**src/hdl/lics_pkg.sv**
```systemverilog
`timescale 1ns / 1ps
// shared types, widths, constants, log and reciprocal tables for the laplace sampler
// no dependencies
package lics_pkg;

	localparam int UNIFORM_BITS     = 16;
	localparam int RESULT_FRAC_BITS = 8;

	localparam int IN_W  = 16;
	localparam int OUT_W = 24;
	localparam int CFG_W = 16;

	localparam int NSTAGES = 8;

	localparam int N_W = UNIFORM_BITS - 1;
	localparam int K_W = $clog2(N_W);
	localparam int E_W = $clog2(UNIFORM_BITS);

	localparam int LN2_Q16 = 45426;
	localparam int NL_W    = $clog2(N_W * LN2_Q16 + 1);
	localparam int PROD_W  = CFG_W + NL_W;
	localparam int SUM_W   = PROD_W + 2;
	localparam int RND_SH  = 24 - RESULT_FRAC_BITS;

	localparam int THIRD_MUL   = 171;
	localparam int THIRD_SHIFT = 9;

	localparam logic [UNIFORM_BITS-1:0] U_HALF = {1'b1, {(UNIFORM_BITS-1){1'b0}}};

	localparam logic signed [SUM_W-1:0] ROUND_ADD   = SUM_W'(1) << (RND_SH - 1);
	localparam logic signed [SUM_W-1:0] SUM_OUT_MAX = SUM_W'(2**(OUT_W-1) - 1);
	localparam logic signed [SUM_W-1:0] SUM_OUT_MIN = -(SUM_W'(2**(OUT_W-1)));
	localparam logic signed [OUT_W-1:0] OUT_MAX_V   = {1'b0, {(OUT_W-1){1'b1}}};
	localparam logic signed [OUT_W-1:0] OUT_MIN_V   = {1'b1, {(OUT_W-1){1'b0}}};

	localparam int REG_IDX_W = 1;
	localparam logic [REG_IDX_W-1:0] REG_LOCATION = 1'b0;
	localparam logic [REG_IDX_W-1:0] REG_SCALE    = 1'b1;

	localparam logic [CFG_W-1:0] LOCATION_RST = 16'h0000;
	localparam logic [CFG_W-1:0] SCALE_RST    = 16'h0100;

	typedef struct packed {
		logic zero;
		logic half;
		logic pos;
	} lics_ctl_t;

	// ln(1 + i/8) in q16
	function automatic logic [15:0] lics_lntab(input logic [2:0] i);
		logic [15:0] v;
		case (i)
			3'd0: v = 16'd0;
			3'd1: v = 16'd7719;
			3'd2: v = 16'd14624;
			3'd3: v = 16'd20870;
			3'd4: v = 16'd26573;
			3'd5: v = 16'd31818;
			3'd6: v = 16'd36675;
			3'd7: v = 16'd41196;
			default: v = 16'd0;
		endcase
		return v;
	endfunction

	// 1 / (1 + i/8) in q16
	function automatic logic [16:0] lics_recip(input logic [2:0] i);
		logic [16:0] v;
		case (i)
			3'd0: v = 17'd65536;
			3'd1: v = 17'd58254;
			3'd2: v = 17'd52429;
			3'd3: v = 17'd47663;
			3'd4: v = 17'd43691;
			3'd5: v = 17'd40330;
			3'd6: v = 17'd37449;
			3'd7: v = 17'd34953;
			default: v = 17'd65536;
		endcase
		return v;
	endfunction

endpackage

```
**src/hdl/lics_front.sv**
```systemverilog
`timescale 1ns / 1ps
// stages 1-2: input classification, folding about one half, normalization
// depends on lics_pkg
module lics_front (
	input  logic                         clk,
	input  logic [1:0]                   en,
	input  logic [lics_pkg::IN_W-1:0]    uniform_sample,
	output lics_pkg::lics_ctl_t          ctl_s2,
	output logic [lics_pkg::E_W-1:0]     e_s2,
	output logic [2:0]                   i_s2,
	output logic [12:0]                  d_s2
);
	import lics_pkg::*;

	logic [UNIFORM_BITS-1:0] u;
	logic [UNIFORM_BITS:0]   comp;
	logic [N_W-1:0]          n_c;
	lics_ctl_t               ctl_c;

	logic [N_W-1:0] n_s1;
	lics_ctl_t      ctl_s1;

	logic [K_W-1:0]    k_c;
	logic [N_W+15:0]   norm_c;
	logic [15:0]       f_c;
	logic [E_W-1:0]    e_c;

	always_comb begin
		u          = UNIFORM_BITS'(uniform_sample);
		comp       = {1'b1, {UNIFORM_BITS{1'b0}}} - {1'b0, u};
		ctl_c.zero = (u == '0);
		ctl_c.half = (u == U_HALF);
		ctl_c.pos  = (u > U_HALF);
		n_c        = ctl_c.pos ? comp[N_W-1:0] : u[N_W-1:0];
	end

	always_ff @(posedge clk) begin
		if (en[0]) begin
			n_s1   <= n_c;
			ctl_s1 <= ctl_c;
		end
	end

	// leading one position
	always_comb begin
		k_c = '0;
		for (int b = 0; b < N_W; b++) begin
			if (n_s1[b]) k_c = K_W'(b);
		end
		norm_c = {n_s1, 16'h0000} >> k_c;
		f_c    = norm_c[15:0];
		e_c    = E_W'(N_W) - E_W'(k_c);
	end

	always_ff @(posedge clk) begin
		if (en[1]) begin
			ctl_s2 <= ctl_s1;
			e_s2   <= e_c;
			i_s2   <= f_c[15:13];
			d_s2   <= f_c[12:0];
		end
	end

endmodule

```
**src/hdl/lics_log.sv**
```systemverilog
`timescale 1ns / 1ps
// stages 3-6: table plus cubic natural log, negated and offset by the exponent
// depends on lics_pkg
module lics_log (
	input  logic                          clk,
	input  logic [3:0]                    en,
	input  lics_pkg::lics_ctl_t           ctl_s2,
	input  logic [lics_pkg::E_W-1:0]      e_s2,
	input  logic [2:0]                    i_s2,
	input  logic [12:0]                   d_s2,
	output lics_pkg::lics_ctl_t           ctl_s6,
	output logic [lics_pkg::NL_W-1:0]     nl_s6
);
	import lics_pkg::*;

	logic [29:0] m1_c;
	logic [12:0] w_s3;
	logic [2:0]  i_s3;
	logic [E_W-1:0] e_s3;
	lics_ctl_t   ctl_s3;

	logic [25:0] m2_c;
	logic [9:0]  w2_s4;
	logic [12:0] w_s4;
	logic [2:0]  i_s4;
	logic [E_W-1:0] e_s4;
	lics_ctl_t   ctl_s4;

	logic [22:0]     m3_c;
	logic [16:0]     part_c;
	logic [NL_W-1:0] eln2_c;
	logic [6:0]      w3_s5;
	logic [16:0]     part_s5;
	logic [NL_W-1:0] eln2_s5;
	lics_ctl_t       ctl_s5;

	logic [14:0]     third_m_c;
	logic [16:0]     lnm_c;
	logic [NL_W-1:0] nl_c;

	assign m1_c = 30'(d_s2) * 30'(lics_recip(i_s2));

	always_ff @(posedge clk) begin
		if (en[0]) begin
			w_s3   <= m1_c[28:16];
			i_s3   <= i_s2;
			e_s3   <= e_s2;
			ctl_s3 <= ctl_s2;
		end
	end

	assign m2_c = 26'(w_s3) * 26'(w_s3);

	always_ff @(posedge clk) begin
		if (en[1]) begin
			w2_s4  <= m2_c[25:16];
			w_s4   <= w_s3;
			i_s4   <= i_s3;
			e_s4   <= e_s3;
			ctl_s4 <= ctl_s3;
		end
	end

	always_comb begin
		m3_c   = 23'(w2_s4) * 23'(w_s4);
		part_c = 17'(lics_lntab(i_s4)) + 17'(w_s4) - 17'(w2_s4[9:1]);
		eln2_c = NL_W'(e_s4) * NL_W'(LN2_Q16);
	end

	always_ff @(posedge clk) begin
		if (en[2]) begin
			w3_s5   <= m3_c[22:16];
			part_s5 <= part_c;
			eln2_s5 <= eln2_c;
			ctl_s5  <= ctl_s4;
		end
	end

	// cube term divided by three
	always_comb begin
		third_m_c = 15'(w3_s5) * 15'(THIRD_MUL);
		lnm_c     = part_s5 + 17'(third_m_c >> THIRD_SHIFT);
		nl_c      = eln2_s5 - NL_W'(lnm_c);
	end

	always_ff @(posedge clk) begin
		if (en[3]) begin
			nl_s6  <= nl_c;
			ctl_s6 <= ctl_s5;
		end
	end

endmodule

```
**src/hdl/lics_out.sv**
```systemverilog
`timescale 1ns / 1ps
// stages 7-8: scale multiply, location add, rounding and saturation
// depends on lics_pkg
module lics_out (
	input  logic                              clk,
	input  logic [1:0]                        en,
	input  lics_pkg::lics_ctl_t               ctl_s6,
	input  logic [lics_pkg::NL_W-1:0]         nl_s6,
	input  logic signed [lics_pkg::CFG_W-1:0] location,
	input  logic [lics_pkg::CFG_W-1:0]        scale,
	output logic signed [lics_pkg::OUT_W-1:0] laplace_sample,
	output logic                              saturated
);
	import lics_pkg::*;

	logic [PROD_W-1:0] prod_s7;
	lics_ctl_t         ctl_s7;

	logic signed [SUM_W-1:0] loc_ext;
	logic signed [SUM_W-1:0] term;
	logic signed [SUM_W-1:0] sum;
	logic signed [SUM_W-1:0] rounded;
	logic signed [OUT_W-1:0] y_c;
	logic                    sat_c;

	logic signed [OUT_W-1:0] sample_s8;
	logic                    sat_s8;

	always_ff @(posedge clk) begin
		if (en[0]) begin
			prod_s7 <= PROD_W'(scale) * PROD_W'(nl_s6);
			ctl_s7  <= ctl_s6;
		end
	end

	always_comb begin
		loc_ext = {{(SUM_W-CFG_W-16){location[CFG_W-1]}}, location, 16'h0000};
		if (ctl_s7.half) begin
			term = '0;
		end else if (ctl_s7.pos) begin
			term = $signed({2'b00, prod_s7});
		end else begin
			term = -$signed({2'b00, prod_s7});
		end
		sum     = loc_ext + term;
		rounded = (sum + ROUND_ADD) >>> RND_SH;
		if (ctl_s7.zero) begin
			y_c   = OUT_MIN_V;
			sat_c = 1'b1;
		end else if (rounded > SUM_OUT_MAX) begin
			y_c   = OUT_MAX_V;
			sat_c = 1'b1;
		end else if (rounded < SUM_OUT_MIN) begin
			y_c   = OUT_MIN_V;
			sat_c = 1'b1;
		end else begin
			y_c   = rounded[OUT_W-1:0];
			sat_c = 1'b0;
		end
	end

	always_ff @(posedge clk) begin
		if (en[1]) begin
			sample_s8 <= y_c;
			sat_s8    <= sat_c;
		end
	end

	assign laplace_sample = sample_s8;
	assign saturated      = sat_s8;

endmodule

```
**src/hdl/laplace_inverse_cdf_sampler_core.sv**
```systemverilog
`timescale 1ns / 1ps
// top level of the laplace inverse cdf sampler: config registers, valid chain
// depends on lics_pkg, lics_front, lics_log, lics_out
//
// usage:
//   input channel sample_valid/sample_ready carries uniform_sample (q0.16);
//   output channel result_valid/result_ready carries laplace_sample (q15.8)
//   and saturated. a transaction happens when valid and ready are both high.
//   eight register stages; one transaction per cycle is sustained in both
//   directions while result_ready stays high.
//   each stage holds its own valid bit and advances when the next one is
//   free, so a stalled receiver holds the last result while empty stages
//   upstream keep filling; sample_ready falls only once all stages are full.
//   nothing is lost or repeated during a stall.
//   write_enable/register_index/write_data write location (0) and scale (1);
//   write only while the pipeline is empty.
//   reset empties the pipeline and sets location to 0 and scale to 1.0.
module laplace_inverse_cdf_sampler_core (
	input  logic                                  clk,
	input  logic                                  arst_n,
	input  logic                                  sample_valid,
	output logic                                  sample_ready,
	input  logic [lics_pkg::IN_W-1:0]             uniform_sample,
	output logic                                  result_valid,
	input  logic                                  result_ready,
	output logic signed [lics_pkg::OUT_W-1:0]     laplace_sample,
	output logic                                  saturated,
	input  logic                                  write_enable,
	input  logic [lics_pkg::REG_IDX_W-1:0]        register_index,
	input  logic [lics_pkg::CFG_W-1:0]            write_data
);
	import lics_pkg::*;

	logic [NSTAGES-1:0] stage_valid_q;
	logic [NSTAGES-1:0] stage_en;
	logic [CFG_W-1:0]   location_q;
	logic [CFG_W-1:0]   scale_q;

	lics_ctl_t       ctl_s2;
	logic [E_W-1:0]  e_s2;
	logic [2:0]      i_s2;
	logic [12:0]     d_s2;
	lics_ctl_t       ctl_s6;
	logic [NL_W-1:0] nl_s6;

	always_comb begin
		stage_en[NSTAGES-1] = !stage_valid_q[NSTAGES-1] || result_ready;
		for (int j = NSTAGES - 2; j >= 0; j--) begin
			stage_en[j] = !stage_valid_q[j] || stage_en[j+1];
		end
	end

	assign sample_ready = stage_en[0];
	assign result_valid = stage_valid_q[NSTAGES-1];

	always_ff @(posedge clk or negedge arst_n) begin
		if (!arst_n) begin
			stage_valid_q <= '0;
		end else begin
			if (stage_en[0]) stage_valid_q[0] <= sample_valid;
			for (int j = 1; j < NSTAGES; j++) begin
				if (stage_en[j]) stage_valid_q[j] <= stage_valid_q[j-1];
			end
		end
	end

	always_ff @(posedge clk or negedge arst_n) begin
		if (!arst_n) begin
			location_q <= LOCATION_RST;
			scale_q    <= SCALE_RST;
		end else if (write_enable) begin
			if (register_index == REG_LOCATION) location_q <= write_data;
			if (register_index == REG_SCALE)    scale_q    <= write_data;
		end
	end

	lics_front u_front (
		.clk            (clk),
		.en             (stage_en[1:0]),
		.uniform_sample (uniform_sample),
		.ctl_s2         (ctl_s2),
		.e_s2           (e_s2),
		.i_s2           (i_s2),
		.d_s2           (d_s2)
	);

	lics_log u_log (
		.clk    (clk),
		.en     (stage_en[5:2]),
		.ctl_s2 (ctl_s2),
		.e_s2   (e_s2),
		.i_s2   (i_s2),
		.d_s2   (d_s2),
		.ctl_s6 (ctl_s6),
		.nl_s6  (nl_s6)
	);

	lics_out u_out (
		.clk            (clk),
		.en             (stage_en[7:6]),
		.ctl_s6         (ctl_s6),
		.nl_s6          (nl_s6),
		.location       ($signed(location_q)),
		.scale          (scale_q),
		.laplace_sample (laplace_sample),
		.saturated      (saturated)
	);

endmodule
```
**config.mk**
```make
export PLATFORM = sky130hd
export DESIGN_NAME = laplace_inverse_cdf_sampler_core
export DESIGN_NICKNAME = d
export VERILOG_FILES = /design/src/hdl/lics_pkg.sv /design/src/hdl/lics_front.sv /design/src/hdl/lics_log.sv /design/src/hdl/lics_out.sv /design/src/hdl/laplace_inverse_cdf_sampler_core.sv
export SDC_FILE = /design/constraint.sdc
export NUM_CORES = 2
export LEC_CHECK = 0
export ABC_AREA = 1
export BUFFER_PORTS_ARGS = -buffer_cell sky130_fd_sc_hd__buf_2
export CORE_MARGIN = 10
export CORE_UTILIZATION = 50
export DETAILED_ROUTE_END_ITERATION = 12
export GPL_TIMING_DRIVEN = 0
export PLACE_DENSITY = 0.66
export SYNTH_ARGS = -nofsm -noshare
export SYNTH_HDL_FRONTEND = slang
export SYNTH_SLANG_ARGS = --single-unit
export TNS_END_PERCENT = 5
```
**constraint.sdc**
```tcl
create_clock -name clk -period 7.5 [get_ports clk]
set_input_delay 1.5 -clock clk [delete_from_list [all_inputs] [get_ports clk]]
set_output_delay 1.5 -clock clk [all_outputs]
set_load 0.01 [all_outputs]
```
==> metrics.md <==
| Metric | Value |
|---|---|
| Status | `completed` |
| Final worst slack | `0.442 ns` |
| N_diodes | `0` |
| DIE WIDTH | `304 um` |
| Num rows | `104` |
| Critical path type | `reg2reg` |
| Placeable Area | `80400 um2` |
| Area share of the largest cell type after synthesis | `0.293` |
| Routed length per instance | `15.8 um` |
| Vias in the first global route | `31.1k` |
| Final worst-path cycle share | `0.941` |
| Worst Path Required | `7.81 ns` |
| Leading area contributor after synthesis | `fa_1` |
| Initial core utilization | `0.503` |
| # hold bufs at CTS | `0` |
| Synth top area cells | `fa_1 (29%), edfxtp_1 (17%), ha_1 (14%)` |
| Share of the yosys chip area belonging to registers | `0.208` |
| CP peak stage delay | `0.65 ns` |
| Post-synthesis async set-or-reset flop share | `0.135` |
| Post-synthesis cell type count | `57` |
| Unrepaired setup endpoints after global routing | `yes` |
| PortBufs | `64` |
| CTS buffer count | `37` |
| Maxcap violations | `0` |
| # setup viols final | `0` |
| DP Wirelength | `77.0 mm` |
| Post-synthesis register bit count | `297` |
| Worst slew margin | `0.345` |
| Largest net degree at the start of global routing | `49` |
| CP Launch Point | `u_log.nl_s6[2]` |
| Clock skew | `0.0263 ns` |
| CTS Sinks | `297` |
| Vias per std cell | `5.09` |
| Clock buffer depth | `3` |
| Setup TNS | `0 ns` |
| Cell family with most CP delay | `adder cells` |
| Syn Std Cell Area | `40400 um2` |
| Final hold slack | `0.417 ns` |
| CP max-delay cell | `clkbuf_1` |
| Max Freq | `142 MHz` |
| Non-filler cells, final | `5887` |
| Min-Delay Path Class | `reg2reg` |
| Hold path startpoint | `u_front.ctl_s2[2]` |
| Tot GR Track Use | `0.204` |
| Fraction of layout cells with a size suffix above 1 | `0.0356` |
| Die ar. | `92700 um2` |
| Starting DRT DRC Count | `1812` |
| Syn-to-layout area delta | `7.30%` |
| Post-DRT Antenna Nets | `0` |
| Most frequent CP cell | `fa_1` |
| Commonest non-fill, non-tap cell in the layout | `inv_1` |
| Inst Count DP | `5819` |
| Worst-path clk slew | `0.06 ns` |
| CTS HTree Levels | `2` |
| WP buf/inv | `5` |
| Top FF cell, synth | `edfxtp_1` |
| Net count, final | `5875` |
| Clk root buf | `clkbuf_16` |
| Routed WL | `92.9 mm` |
| Reg2reg start | `u_log.nl_s6[2]` |
| Most frequent cells in the layout | `inv_1 (1183), nand2_1 (1081), fa_1 (591), ha_1 (448), edfxtp_1 (228)` |
| Post-synth EDFFs | `228` |
| Routed vias | `30.0k` |
| Chip height | `304 um` |
| Nature of the critical path endpoint | `register` |
| First-pass GRT wire length | `156 mm` |
| CP Launch Type | `register` |
| Worst-path fanout max | `10` |
| Hold violation count in the final report | `0` |
| CTS tree | `yes` |
| Minimum clock period | `7.06 ns` |
| Setup Buffers After CTS | `0` |
| Syn Nets | `5772` |
| Initial antenna violation count | `0` |
| DRC Markers | `0` |
| Slew @ Worst Pin | `0.973 ns` |
| Pre-CTS setup slack | `-0.527 ns` |
| Avg Cell Area, Syn | `8.61 um2` |
| Skew-Pair Late Insertion Delay | `0.56 ns` |
| Synthesis Warnings | `0` |
| Slew Viols, Final | `0` |
| Crit path cell chain | `clkbuf_1 -> clkbuf_1 -> nand2_1 -> fa_1 -> inv_1 -> fa_1 -> ha_1 -> fa_1 -> inv_1 -> fa_1 -> fa_1 -> inv_1 -> ha_1 -> a21oi_1 -> a21boi_1 -> o211ai_1 -> o21ai_0 -> o21ai_1 -> a21boi_0 -> o21ai_0 -> a21oi_1 -> xnor2_1` |
| WP data arrival | `7.37 ns` |
| Placer Congestion | `0.905` |
| Synth Instances | `4695` |
| Overflow after GRT | `0` |
| First-pass DRT Iterations | `5` |
| I/O Pins | `65` |
==> final cells by class <==
class / count / area (um2)
Buffer: 157 / 616
Clock buffer: 51 / 1100
Clock inverter: 17 / 180
Fill cell: 7520 / 37000
Inverter: 1193 / 4490
Multi-Input combinational cell: 3048 / 26900
Sequential cell: 297 / 8430
Tap cell: 1060 / 1330
Timing Repair Buffer: 64 / 320
==> flip-flops by register name, summed over array words and instances (netlist names), 10 cells and up, named ones only <==
register and cells:
u_front.n_s1 15, u_out.prod_s7 36, u_front.d_s2 12, scale_q 16, u_log.eln2_s5 19, u_log.w_s3 13
u_log.nl_s6 20, u_log.w_s4 13, location_q 16, u_log.part_s5 17, u_out.laplace_sample 23, u_log.w2_s4 10
==> final timing paths <==
kind                                          end  slack (ns)  cells past startpoint
worst max-delay path            u_out.prod_s7[27]        0.44                     22
min in group asynchronous             scale_q[15]        1.09                      1
worst min-delay path              u_log.ctl_s3[2]        0.42                      0
worst max register to register  u_out.prod_s7[27]        0.44                     22
max in group asynchronous              scale_q[5]        5.83                      1
worst min register to register    u_log.ctl_s3[2]        0.42                      0
==> per-layer routing <==
metal / vias up / track usage / share of wire
met5: - / 0 / 0
met4: 0 / 0.0549 / 0.025
met3: 140 / 0.0207 / 0.048
met2: 698 / 0.356 / 0.50
met1: 14700 / 0.267 / 0.43
li1: 14400 / - / -
==> kinds of logic (layout without fill, tap and decap cells) <==
logic type / after synthesis / count (layout) / share of synthesized area
simple gates: 1421 / 1421 / 0.142
other cells: 1 / 1 / 0.0000927
buf+inv: 1350 / 1482 / 0.126
fa+ha+maj: 1039 / 1039 / 0.431
flops: 297 / 297 / 0.208
compound gates: 429 / 429 / 0.0587
xor+xnor: 158 / 158 / 0.0342
==> Yosys cell counts, types with 10 or more instances <==
master / number
inv_1: 1183
nand2_1: 1082
fa_1: 591
ha_1: 448
edfxtp_1: 228
a21oi_1: 199
clkbuf_1: 147
o21ai_0: 133
nor2_1: 129
xor2_1: 113
nand3_1: 111
xnor2_1: 45
dfrtp_1: 39
nor3_1: 32
dfxtp_1: 29
nand4_1: 16
o21a_1: 16
nor4_1: 15
o21bai_1: 13
a31oi_1: 11
o21ai_1: 10
==> stage by stage <==
step | instance area [um2] | util
detailed placement | 42100 | 0.523
floorplan | 40400 | -
finish | 43400 | 0.540
global placement | 42100 | 0.523
CTS | 43400 | 0.539
global route | 43400 | 0.540
==> what timing repair did <==
action | 4_1_cts | 5_1_grt
setup endpoints to repair | 1 | 6
gates resized for setup | 3 | 9
pin swaps | 0 | 0
Power is not shown: default switching activity piles up to over one toggle a cycle in this logic, so the estimate is an artifact.
